File: config.mk
export PLATFORM = sky130hd
export DESIGN_NAME = scan_disk_request_scheduler
export DESIGN_NICKNAME = d
export VERILOG_FILES = /design/src/rtl/sdrs_pkg.sv /design/src/rtl/sdrs_cmd_fifo.sv /design/src/rtl/sdrs_front.sv /design/src/rtl/sdrs_engine.sv /design/src/rtl/scan_disk_request_scheduler.sv
export SDC_FILE = /design/constraint.sdc
export NUM_CORES = 2
export LEC_CHECK = 0
export ABC_AREA = 0
export BUFFER_PORTS_ARGS = -buffer_cell sky130_fd_sc_hd__buf_2
export CAP_MARGIN = 5
export CORE_MARGIN = 8
export CORE_UTILIZATION = 59
export CTS_CLUSTER_SIZE = 16
export DETAILED_ROUTE_END_ITERATION = 10
export PLACE_DENSITY = 0.84
export SLEW_MARGIN = 0
export SYNTH_ARGS = -nofsm -noshare
export SYNTH_HDL_FRONTEND = slang
export SYNTH_SLANG_ARGS = --single-unit
File: constraint.sdc
create_clock -name aclk -period 5.85 [get_ports aclk]
set_input_delay 0.585 -clock aclk [delete_from_list [all_inputs] [get_ports aclk]]
set_output_delay 0.585 -clock aclk [all_outputs]
set_load 0.02 [all_outputs]
File: src/rtl/sdrs_pkg.sv
// Shared types and constants for the SCAN disk request scheduler.
package sdrs_pkg;

    localparam int DefQueueDepth = 32;
    localparam int TrackW = 16;
    localparam int TagW = 16;
    localparam int StatusW = 2;

    typedef enum logic {
        CMD_PUT = 1'b0,
        CMD_GET = 1'b1
    } cmd_t;

    typedef enum logic [StatusW-1:0] {
        ST_PUT_OK   = 2'd0,
        ST_PUT_FULL = 2'd1,
        ST_DISPATCH = 2'd2,
        ST_EMPTY    = 2'd3
    } status_t;

    // One command as it sits in the queue between front and back.
    typedef struct packed {
        cmd_t              command;
        logic [TagW-1:0]   tag;
        logic [TrackW-1:0] track;
        logic [TrackW-1:0] head;
    } cmd_item_t;

endpackage

File: src/rtl/sdrs_cmd_fifo.sv
// Short command queue between the intake stage and the scheduling engine.
module sdrs_cmd_fifo
    import sdrs_pkg::*;
(
    input  logic      aclk,
    input  logic      aresetn,
    input  logic      wr_valid,
    output logic      wr_ready,
    input  cmd_item_t wr_data,
    output logic      rd_valid,
    input  logic      rd_ready,
    output cmd_item_t rd_data
);

    cmd_item_t  slot_reg [2];
    logic       wptr_reg, rptr_reg;
    logic [1:0] cnt_reg;
    logic       do_wr, do_rd;

    assign wr_ready = (cnt_reg != 2'd2);
    assign rd_valid = (cnt_reg != 2'd0);
    assign rd_data  = slot_reg[rptr_reg];
    assign do_wr    = wr_valid && wr_ready;
    assign do_rd    = rd_valid && rd_ready;

    // Storage slots need no reset.
    always_ff @(posedge aclk) begin
        if (do_wr) begin
            slot_reg[wptr_reg] <= wr_data;
        end
    end

    // Pointers and fill count.
    always_ff @(posedge aclk) begin
        if (!aresetn) begin
            wptr_reg <= 1'b0;
            rptr_reg <= 1'b0;
            cnt_reg  <= 2'd0;
        end else begin
            if (do_wr) begin
                wptr_reg <= ~wptr_reg;
            end
            if (do_rd) begin
                rptr_reg <= ~rptr_reg;
            end
            if (do_wr && !do_rd) begin
                cnt_reg <= cnt_reg + 2'd1;
            end else if (do_rd && !do_wr) begin
                cnt_reg <= cnt_reg - 2'd1;
            end
        end
    end

endmodule

File: src/rtl/sdrs_front.sv
// Intake stage: registers each incoming transaction and classifies its command.
module sdrs_front
    import sdrs_pkg::*;
(
    input  logic              aclk,
    input  logic              aresetn,
    input  logic              s_valid,
    output logic              s_ready,
    input  logic              s_command,
    input  logic [TagW-1:0]   s_req_tag,
    input  logic [TrackW-1:0] s_req_track,
    input  logic [TrackW-1:0] s_head_track,
    output logic              q_valid,
    input  logic              q_ready,
    output cmd_item_t         q_data
);

    logic      full_reg;
    cmd_item_t item_reg;

    assign s_ready = !full_reg || q_ready;
    assign q_valid = full_reg;
    assign q_data  = item_reg;

    // Only the fields relevant to the command are kept; the rest are zeroed.
    always_ff @(posedge aclk) begin
        if (!aresetn) begin
            full_reg <= 1'b0;
        end else begin
            if (s_valid && s_ready) begin
                full_reg <= 1'b1;
            end else if (q_ready) begin
                full_reg <= 1'b0;
            end
        end
        if (s_valid && s_ready) begin
            item_reg.command <= cmd_t'(s_command);
            if (cmd_t'(s_command) == CMD_PUT) begin
                item_reg.tag   <= s_req_tag;
                item_reg.track <= s_req_track;
                item_reg.head  <= '0;
            end else begin
                item_reg.tag   <= '0;
                item_reg.track <= '0;
                item_reg.head  <= s_head_track;
            end
        end
    end

endmodule

File: src/rtl/sdrs_engine.sv
// Scheduling engine: sorted request memory, insert and dispatch sequencer.
module sdrs_engine
    import sdrs_pkg::*;
#(
    parameter int QUEUE_DEPTH = DefQueueDepth
) (
    input  logic              aclk,
    input  logic              aresetn,
    input  logic              q_valid,
    output logic              q_ready,
    input  cmd_item_t         q_data,
    output logic              m_valid,
    input  logic              m_ready,
    output logic [StatusW-1:0] m_status,
    output logic [TagW-1:0]   m_out_tag,
    output logic [TrackW-1:0] m_out_track
);

    localparam int IdxW = (QUEUE_DEPTH > 1) ? $clog2(QUEUE_DEPTH) : 1;
    localparam int CntW = $clog2(QUEUE_DEPTH + 1);
    localparam logic [CntW-1:0] DepthC = CntW'(QUEUE_DEPTH);

    typedef enum logic [2:0] {
        S_IDLE, S_PSCAN, S_PSHIFT, S_GSCAN, S_GSHIFT, S_DONE
    } state_t;

    // Entry memory, one port written and one read per cycle.
    logic [TrackW-1:0] trk_mem [QUEUE_DEPTH];
    logic [TagW-1:0]   tag_mem [QUEUE_DEPTH];
    logic [TrackW-1:0] rd_trk_reg;
    logic [TagW-1:0]   rd_tag_reg;

    state_t            state_reg;
    cmd_item_t         cur_reg;
    logic [CntW-1:0]   count_reg;
    logic              up_reg;
    logic [CntW-1:0]   idx_reg;       // read address issued
    logic              rd_ok_reg;     // read data valid for index idx_reg-1
    logic [CntW-1:0]   pos_reg;
    logic              found_reg;
    logic              hit_reg, below_ok_reg, above_ok_reg;
    logic [IdxW-1:0]   hit_i_reg, below_i_reg, above_i_reg;
    logic [TrackW-1:0] below_t_reg, above_t_reg;
    logic [StatusW-1:0] status_reg;
    logic [TagW-1:0]   otag_reg;
    logic [TrackW-1:0] otrk_reg;
    logic              mv_reg;
    // Memory shift: copy carried from each entry to the next, one entry at a time.
    logic [TrackW-1:0] carry_trk_reg;
    logic [TagW-1:0]   carry_tag_reg;

    logic              we;
    logic [IdxW-1:0]   waddr;
    logic [TrackW-1:0] wtrk;
    logic [TagW-1:0]   wtag;
    logic [IdxW-1:0]   raddr;
    logic [CntW-1:0]   didx;

    assign q_ready     = (state_reg == S_IDLE) && !mv_reg;
    assign m_valid     = mv_reg;
    assign m_status    = status_reg;
    assign m_out_tag   = otag_reg;
    assign m_out_track = otrk_reg;
    assign didx        = idx_reg - CntW'(1);

    // Memory read and write.
    always_ff @(posedge aclk) begin
        if (we) begin
            trk_mem[waddr] <= wtrk;
            tag_mem[waddr] <= wtag;
        end
        rd_trk_reg <= trk_mem[raddr];
        rd_tag_reg <= tag_mem[raddr];
    end

    // Address and write selection.
    always_comb begin
        we    = 1'b0;
        waddr = '0;
        wtrk  = carry_trk_reg;
        wtag  = carry_tag_reg;
        raddr = idx_reg[IdxW-1:0];
        case (state_reg)
            S_PSHIFT: begin
                // Write carry at pos, then read-modify ripple toward the tail.
                if (rd_ok_reg) begin
                    we    = 1'b1;
                    waddr = didx[IdxW-1:0];
                end
            end
            S_GSHIFT: begin
                // The chosen entry itself is only read; each later one moves down by one.
                if (rd_ok_reg && found_reg) begin
                    we    = 1'b1;
                    waddr = IdxW'(didx - CntW'(1));
                    wtrk  = rd_trk_reg;
                    wtag  = rd_tag_reg;
                end
            end
            default: ;
        endcase
    end

    // Sequencer.
    always_ff @(posedge aclk) begin
        if (!aresetn) begin
            state_reg <= S_IDLE;
            count_reg <= '0;
            up_reg    <= 1'b1;
            mv_reg    <= 1'b0;
            idx_reg   <= '0;
            rd_ok_reg <= 1'b0;
        end else begin
            if (mv_reg && m_ready) begin
                mv_reg <= 1'b0;
            end
            unique case (state_reg)
                S_IDLE: begin
                    if (q_valid && q_ready) begin
                        cur_reg      <= q_data;
                        idx_reg      <= '0;
                        rd_ok_reg    <= 1'b0;
                        found_reg    <= 1'b0;
                        pos_reg      <= count_reg;
                        hit_reg      <= 1'b0;
                        below_ok_reg <= 1'b0;
                        above_ok_reg <= 1'b0;
                        otag_reg     <= '0;
                        otrk_reg     <= '0;
                        if (q_data.command == CMD_PUT) begin
                            if (count_reg == DepthC) begin
                                status_reg <= ST_PUT_FULL;
                                state_reg  <= S_DONE;
                            end else begin
                                status_reg <= ST_PUT_OK;
                                state_reg  <= S_PSCAN;
                            end
                        end else begin
                            if (count_reg == '0) begin
                                status_reg <= ST_EMPTY;
                                state_reg  <= S_DONE;
                            end else begin
                                status_reg <= ST_DISPATCH;
                                state_reg  <= S_GSCAN;
                            end
                        end
                    end
                end
                S_PSCAN: begin
                    // Find the first entry with a track above the new one.
                    if (rd_ok_reg && !found_reg && cur_reg.track < rd_trk_reg) begin
                        found_reg <= 1'b1;
                        pos_reg   <= didx;
                    end
                    if (idx_reg < count_reg) begin
                        idx_reg   <= idx_reg + CntW'(1);
                        rd_ok_reg <= 1'b1;
                    end else begin
                        // Scan done: start shifting from the insert point.
                        if (rd_ok_reg && !found_reg && cur_reg.track < rd_trk_reg) begin
                            idx_reg <= didx;
                        end else begin
                            idx_reg <= pos_reg;
                        end
                        rd_ok_reg     <= 1'b0;
                        carry_trk_reg <= cur_reg.track;
                        carry_tag_reg <= cur_reg.tag;
                        state_reg     <= S_PSHIFT;
                    end
                end
                S_PSHIFT: begin
                    // Read entry idx, next cycle write carry there, carry the old.
                    if (rd_ok_reg) begin
                        carry_trk_reg <= rd_trk_reg;
                        carry_tag_reg <= rd_tag_reg;
                        if (didx == count_reg) begin
                            count_reg <= count_reg + CntW'(1);
                            state_reg <= S_DONE;
                        end
                        rd_ok_reg <= 1'b0;
                    end else begin
                        idx_reg   <= idx_reg + CntW'(1);
                        rd_ok_reg <= 1'b1;
                    end
                end
                S_GSCAN: begin
                    if (rd_ok_reg && !hit_reg) begin
                        if (rd_trk_reg == cur_reg.head) begin
                            hit_reg   <= 1'b1;
                            hit_i_reg <= didx[IdxW-1:0];
                        end else if (rd_trk_reg < cur_reg.head) begin
                            // Sorted: later equal tracks must not displace.
                            if (!below_ok_reg || rd_trk_reg > below_t_reg) begin
                                below_ok_reg <= 1'b1;
                                below_i_reg  <= didx[IdxW-1:0];
                                below_t_reg  <= rd_trk_reg;
                            end
                        end else begin
                            if (!above_ok_reg || rd_trk_reg < above_t_reg) begin
                                above_ok_reg <= 1'b1;
                                above_i_reg  <= didx[IdxW-1:0];
                                above_t_reg  <= rd_trk_reg;
                            end
                        end
                    end
                    if (idx_reg < count_reg) begin
                        idx_reg   <= idx_reg + CntW'(1);
                        rd_ok_reg <= 1'b1;
                    end else begin
                        rd_ok_reg <= 1'b0;
                        state_reg <= S_GSHIFT;
                        // Index of the chosen entry; one extra read fetches it.
                        if (rd_ok_reg && !hit_reg && rd_trk_reg == cur_reg.head) begin
                            idx_reg <= didx;
                        end else if (hit_reg) begin
                            idx_reg <= CntW'(hit_i_reg);
                        end else if (up_reg) begin
                            if (above_ok_reg || (rd_ok_reg && rd_trk_reg > cur_reg.head
                                    && !above_ok_reg)) begin
                                idx_reg <= (above_ok_reg) ? CntW'(above_i_reg) : didx;
                            end else begin
                                up_reg  <= 1'b0;
                                idx_reg <= (rd_ok_reg && rd_trk_reg < cur_reg.head &&
                                    (!below_ok_reg || rd_trk_reg > below_t_reg)) ?
                                    didx : CntW'(below_i_reg);
                            end
                        end else begin
                            if (below_ok_reg || (rd_ok_reg && rd_trk_reg < cur_reg.head)) begin
                                idx_reg <= (rd_ok_reg && rd_trk_reg < cur_reg.head &&
                                    (!below_ok_reg || rd_trk_reg > below_t_reg)) ?
                                    didx : CntW'(below_i_reg);
                            end else begin
                                up_reg  <= 1'b1;
                                idx_reg <= (above_ok_reg) ? CntW'(above_i_reg) : didx;
                            end
                        end
                    end
                end
                S_GSHIFT: begin
                    // First read gives the chosen entry; then ripple later ones down.
                    if (!rd_ok_reg) begin
                        idx_reg   <= idx_reg + CntW'(1);
                        rd_ok_reg <= 1'b1;
                        found_reg <= 1'b0;
                    end else begin
                        if (!found_reg) begin
                            otag_reg  <= rd_tag_reg;
                            otrk_reg  <= rd_trk_reg;
                            found_reg <= 1'b1;
                        end
                        if (idx_reg < count_reg) begin
                            idx_reg <= idx_reg + CntW'(1);
                        end else begin
                            rd_ok_reg <= 1'b0;
                            count_reg <= count_reg - CntW'(1);
                            state_reg <= S_DONE;
                        end
                    end
                end
                S_DONE: begin
                    if (!mv_reg) begin
                        mv_reg    <= 1'b1;
                        state_reg <= S_IDLE;
                    end
                end
                default: state_reg <= S_IDLE;
            endcase
        end
    end

endmodule

File: src/rtl/scan_disk_request_scheduler.sv
// Sequence: a put scans the queued entries, then shifts each entry from the insert point
// toward the tail with a read and then a write; a get scans the queued entries, then reads
// the chosen entry and moves each later one down. The engine takes the next command only
// once the last result has been taken; its scan and shift run on one read and one write port.
// A two-entry command queue lets the intake take commands while the engine works.
// Reset (aresetn low, synchronous) empties the queue and sets the upward sweep.
module scan_disk_request_scheduler
    import sdrs_pkg::*;
#(
    parameter int QUEUE_DEPTH = DefQueueDepth
) (
    input  logic               aclk,
    input  logic               aresetn,
    input  logic               s_valid,
    output logic               s_ready,
    input  logic               s_command,
    input  logic [TagW-1:0]    s_req_tag,
    input  logic [TrackW-1:0]  s_req_track,
    input  logic [TrackW-1:0]  s_head_track,
    output logic               m_valid,
    input  logic               m_ready,
    output logic [StatusW-1:0] m_status,
    output logic [TagW-1:0]    m_out_tag,
    output logic [TrackW-1:0]  m_out_track
);

    logic      f_valid, f_ready, e_valid, e_ready;
    cmd_item_t f_data, e_data;

    sdrs_front u_front (
        .aclk, .aresetn, .s_valid, .s_ready, .s_command, .s_req_tag,
        .s_req_track, .s_head_track,
        .q_valid(f_valid), .q_ready(f_ready), .q_data(f_data)
    );

    sdrs_cmd_fifo u_fifo (
        .aclk, .aresetn,
        .wr_valid(f_valid), .wr_ready(f_ready), .wr_data(f_data),
        .rd_valid(e_valid), .rd_ready(e_ready), .rd_data(e_data)
    );

    sdrs_engine #(.QUEUE_DEPTH(QUEUE_DEPTH)) u_engine (
        .aclk, .aresetn,
        .q_valid(e_valid), .q_ready(e_ready), .q_data(e_data),
        .m_valid, .m_ready, .m_status, .m_out_tag, .m_out_track
    );

`ifndef SYNTHESIS
    // A put outcome never carries a request.
    a_put_zero: assert property (@(posedge aclk) disable iff (!aresetn)
        m_valid && (m_status == ST_PUT_OK || m_status == ST_PUT_FULL)
        |-> (m_out_tag == '0 && m_out_track == '0))
        else $error("put result carries nonzero payload");
    // An empty report never carries a request.
    a_empty_zero: assert property (@(posedge aclk) disable iff (!aresetn)
        m_valid && m_status == ST_EMPTY |-> (m_out_tag == '0 && m_out_track == '0))
        else $error("empty result carries nonzero payload");
`endif

endmodule
Word level (Yosys, flattened, before mapping)
Memories as Yosys holds them, arrays and structs flattened. A register that Yosys moved wholly into a read port is not among the register bits.
Cells that the tools add are included.
- register bits after elaboration: 243
- memory bits (writable): 1122
- bits of input ports: 53
- output and inout port bits: 36
- memories kept: 3
- memory list (memory ; words ; bits a word ; read ports ; clocked after memory_dff ; write ports ; line ; source):
    u_engine.tag_mem ; 32 ; 16 ; 1 ; 1 ; 1 ; sdrs_engine.sv:29 ; logic [TagW-1:0] tag_mem [QUEUE_DEPTH];
    u_engine.trk_mem ; 32 ; 16 ; 1 ; 1 ; 1 ; sdrs_engine.sv:28 ; logic [TrackW-1:0] trk_mem [QUEUE_DEPTH];
    u_fifo.slot_reg ; 2 ; 49 ; 1 ; 1 ; 1 ; sdrs_cmd_fifo.sv:15 ; cmd_item_t slot_reg [2];
- add/sub/neg operators: 7
- $lt $le $gt $ge: 6
- equal/unequal tests: 28
- mux-type cells: 96
- bitwise gates (word level): 7
- reductions and logical operators: 59
- operators by type and width (kind ; number):
    16-bit two-way mux ; 13
    16-bit one-hot mux with 2 select lines ; 4
    6-bit two-way mux ; 19
    16-bit less-than comparator ; 3
    1-bit two-way mux ; 33
    3-bit two-way mux ; 11
    16-bit > comparator ; 2
    6-bit one-hot mux with 5 select lines ; 1
    6-bit one-hot mux with 2 select lines ; 2
    2-bit inequality test, second input constant ; 10
    4-bit AND reduction ; 5
    2-bit by 1-bit inequality test with 1-bit output, second input constant ; 9
    3-bit one-hot mux with 6 select lines ; 1
    16-bit equality test ; 1
    1-bit logical AND ; 16
    2-bit nonzero test ; 8
    5-bit AND reduction ; 3
    7-bit AND reduction ; 2
    6-bit by 1-bit adder with 6-bit output, second input constant ; 2
    6-bit AND reduction ; 2
    6-bit by 1-bit subtractor with 6-bit output, second input constant ; 2
    5-bit two-way mux ; 2
    5-bit one-hot mux with 2 select lines ; 1
    1-bit zero test ; 8
    25 further kinds ; 43

Depth between registers and ports, before layout
- depth in word-level cells: 10
- depth in mapped cells: 14
- mapped depth without buffers: 11

Hierarchy
A second synthesis with hierarchy kept.
- cell total of the unflattened synthesis: 2734
- area total of the unflattened synthesis: 55056.6 um^2
- modules (own cells, without submodules) (module ; times used ; cells an instance ; area an instance (um^2) ; sequential area each (um^2)):
    sdrs_engine ; 1 ; 2451 ; 49426.2 ; 36885.4
    sdrs_cmd_fifo ; 1 ; 176 ; 3771.1 ; 3042.9
    sdrs_front ; 1 ; 107 ; 1859.3 ; 1491.4

Least setup slack after synthesis
Ideal clock, no wire load.
- kind: register to register
- from: register u_engine.idx_reg[0]
- to: memory u_engine.tag_mem[28][0] (enable)
- setup time: 0.421 ns
- arrival: 4.056 ns
- required time: 5.429 ns
- slack: 1.373 ns
- stages on the path, launching flop included: 14
- period minus slack after synthesis: 4.477 ns
- cell sequence: dfxtp_1 -> buf_2 -> clkbuf_1 -> clkbuf_1 -> inv_1 -> ha_1 -> clkbuf_1 -> nand3_1 -> xnor2_1 -> o22a_1 -> inv_1 -> and2_1 -> nand2_1 -> nor2_1
- word-level cells in the longest chain between the ends: 4
- elaborated cells between the ends (all ways): 5
- those cells by class: 2 x add/sub; 3 x mux
- RTL lines (what ; line ; source):
    from (decl) ; sdrs_engine.sv:37 ; logic [CntW-1:0] idx_reg;
    from (signal assigned) ; sdrs_engine.sv:156 ; idx_reg <= idx_reg + CntW'(1);
    from (signal assigned) ; sdrs_engine.sv:161 ; idx_reg <= didx;
    from (signal assigned) ; sdrs_engine.sv:163 ; idx_reg <= pos_reg;
    6-bit by 1-bit subtractor with 6-bit output (*) ; sdrs_engine.sv:64 ; assign didx = idx_reg - CntW'(1);
    named net u_engine.didx[0] ; sdrs_engine.sv:57 ; logic [CntW-1:0] didx;
    5-bit by 1-bit subtractor with 5-bit output ; sdrs_engine.sv:95 ; waddr = IdxW'(didx - CntW'(1));
    5-bit two-way mux ; sdrs_engine.sv:93 ; if (rd_ok_reg && found_reg) begin
    5-bit one-hot mux with 2 select lines (*) ; sdrs_engine.sv:83 ; case (state_reg)
    to (decl) ; sdrs_engine.sv:29 ;
The timed path passes the listed nets; every way through them passes the cells marked *.

Worst setup path after layout
- from: register u_engine.idx_reg[1]
- to: memory u_engine.tag_mem[22][4] (enable)
The elaborated chain is that of the path after synthesis.

==> flow_summary.ini <==
[synth]
syn_avg_cell_area_um2 = 20.5
synth-seq-cells = 1398
netlist_area_um2 = 55200
synthCells = 2695
ys.flop_type = edfxtp_1
synth_seq_area_share = 0.750
synth_edf_count = 1342
yosysWarnings = 0
async_reset_ff_frac = 0
synthesis.nets = 2825
yosysUniqueCellTypes = 85

[critical_path]
required_ns = 6.18
start_kind = flop
cp.depth = 9
worstPathArrival_ns = 5.13
slowest_delay_ns = 1.16
reg2reg_slack_ns = 1.05
cp_top_family = simple AND/OR/NAND/NOR gates
worst-path-buf-inv = 2
crit_end = u_engine.tag_mem[22][4]
crit_top_cell = inv_1
timing.rr.start = u_engine.idx_reg[1]
worstSetupPathType = reg2reg
slowest_stage = nor2_4
r2r-end = u_engine.tag_mem[22][4]
crit_fanout = 46
critPathLaunch = u_engine.idx_reg[1]
worstPathCellList = inv_1, ha_1, nor3b_2, xor2_2, inv_1, xnor2_1, o21ai_1, nand3_1, nor2_4
end_kind = flop
rr_worst_depth = 9

[die]
boundaryPins = 89
core_area_um2 = 93000
start_util = 0.593
dieHeight_um = 322
die_area_um2 = 104000
die_x_um = 322
rows = 112

[clock_network]
path_clk_slew_ns = 0.06
cts_max_level = 4
cts_root_buf = clkbuf_16
post_cts_resized = 0
cts_tree = built
hold_buffers = 0
cts_buffer_depth = 3
cts.sinks = 1398
cts_buffers = 133
cts_setup_buffers = 0
insertion_delay_ns = 0.74

[timing]
tightest_slew_ns = 1.38
worst_slack_ns = 1.05
fin_skew_ns = 0.0299
slew_headroom = 0.0793
max_freq_mhz = 208
report.final.slew_viol_count = 0
fin_crit_ns = 4.80
finalSetupTns_ns = 0
hold_ws_ns = 0.129
post-route-period-util = 0.821
rsz0062_at_grt = false
setup_violations = 0
finalHoldViolCount = 0

[routing]
wire_per_inst_um = 34.9
final_antenna_net_count = 0
drt_pass1_iterations = 8
drc = 0
vias = 29000
first_iter_violations = 4332
viasPerCell = 6.93
drt_wl_total_um = 146000

[outcome]
outcome = finished clean

[pwr]
finalPower_mw = 26.6
p_per_area_nw_per_um2 = 432
p_leak_nw = 19.7
ir_drop_mv = 0.340

[placement]
placed_cells = 3951
place_hpwl_um = 81800
dp_slack_ns = 1.29
gp_congestion = 0.923
post_dp_cell_area_um2 = 57400
numPortBuffers = 88

[global_routing]
antenna_found_initial = 5
grt_pass1_vias = 29300
grt_pass1_wl_um = 209000
grt_start_max_net_pins = 161
grt_usage = 0.281
grt_overflow = 0

[cells_and_area]
nFillCells = 5488
stdcell_area_um2 = 61700
multi_input_comb_area_um2 = 13300
register_area_um2 = 41400
fin_nets = 2965
fin_cells = 4193
area_growth_pct = 11.7
final_util = 0.663
final_layout_size_suffix_gt1_frac = 0.286

[min_path]
hold_path_class = in2reg

[flow_run]
cap_violations = 0
synth_stat cells, types with 4 or more instances:
cell type	count	area, um^2
nand3_1	25	125
or3_1	5	31.3
and3_1	28	175
clkbuf_1	68	255
xor2_1	7	61.3
o211ai_1	6	45.0
o21ai_1	7	35.0
edfxtp_1	1342	40300
mux4_2	320	7210
a21o_1	12	90.1
a211oi_1	4	30.0
and4_1	5	43.8
nor3_1	9	45.0
a31oi_1	7	43.8
a21oi_1	53	265
o21ai_0	53	265
nand4_1	7	43.8
buf_6	8	90.1
nor2b_1	39	244
nand2b_1	7	43.8
buf_1	19	71.3
mux2_2	129	1450
a21boi_0	5	37.5
inv_1	85	319
ha_1	76	951
o22ai_1	4	25.0
o221ai_1	4	35.0
nor2_1	86	323
dfxtp_1	56	1120
or2_2	4	25.0
o21a_1	8	60.1
buf_2	25	125
nand2_1	74	278
and2_1	27	169
xnor2_1	11	96.3
per-layer routing:
layer | part of all wire | wire length, um | up-vias | track usage
met2 | 0.49 | 72000 | 2404 | 0.458
met5 | 0.00018 | 27 | - | 0
met1 | 0.34 | 49200 | 14900 | 0.359
li1 | - | - | 11300 | -
met4 | 0.063 | 9170 | 4 | 0.143
met3 | 0.11 | 16000 | 472 | 0.0578
logic make-up (layout without fill, tap and decap cells):
| kind of cell | after synthesis | in the layout | share of synthesized area |
|---|---|---|---|
| buffers and inverters | 210 | 452 | 0.0161 |
| adder cells (fa/ha/maj) | 77 | 77 | 0.0176 |
| AND/OR/NAND/NOR | 335 | 335 | 0.0311 |
| other | 0 | 2 | 0 |
| flip-flops | 1398 | 1398 | 0.750 |
| multiplexers | 452 | 452 | 0.157 |
| XOR/XNOR | 22 | 22 | 0.00435 |
| AO/OA/AOI/OAI | 201 | 201 | 0.0235 |
where the power goes:
part           internal, mW  switching (mW)
Clock                  4.77            3.74
Combinational          2.29            3.32
Sequential             11.9           0.572
Total                  19.0            7.64
layout by cell type (no fill, tap or decap), types with 24 or more instances in the layout:
master,instances
buf_2,88
clkbuf_1,34
nand3_1,24
nor2_1,53
a21oi_1,52
inv_1,85
mux4_2,320
ha_1,76
nor2_4,33
clkinv_1,25
nand2_1,74
nor2b_1,39
mux2_2,129
dfxtp_1,50
o21ai_0,37
and2_1,25
buf_4,33
edfxtp_1,1342
clkbuf_16,135
and3_1,27
worst register-to-register path, stage by stage, from the launching register on:
cell,delay (ns)
dfxtp_4,0.87
inv_1,0.19
ha_1,0.31
nor3b_2,0.20
xor2_2,0.43
inv_1,0.17
xnor2_1,0.20
o21ai_1,0.38
nand3_1,0.47
nor2_4,1.16
worst min-delay path by stage:
stage                             startpoint                      to  slack (ns)  cells after the start
after floorplan            u_front.q_data[0]   u_fifo.slot_reg[0][0]        0.42                      0
after global placement    u_front.q_data[33]  u_fifo.slot_reg[0][33]        0.42                      0
after detailed placement  u_front.q_data[33]  u_fifo.slot_reg[0][33]        0.43                      0
after CTS                            s_valid         u_front.q_valid        0.08                      3
after global routing            s_req_tag[8]      u_front.q_data[40]        0.14                      2
final                                s_valid         u_front.q_valid        0.13                      3
area by class of cell:
type | instances | share of cell area
Multi-Input combinational cell | 1087 | 0.216
Timing Repair Buffer | 127 | 0.0135
Clock inverter | 63 | 0.0102
Antenna cell | 2 | 0.0000812
Tap cell | 1254 | 0.0254
Sequential cell | 1398 | 0.672
Clock buffer | 174 | 0.0580
Inverter | 88 | 0.00536
Note: power is estimated with default switching activity, not from simulation.
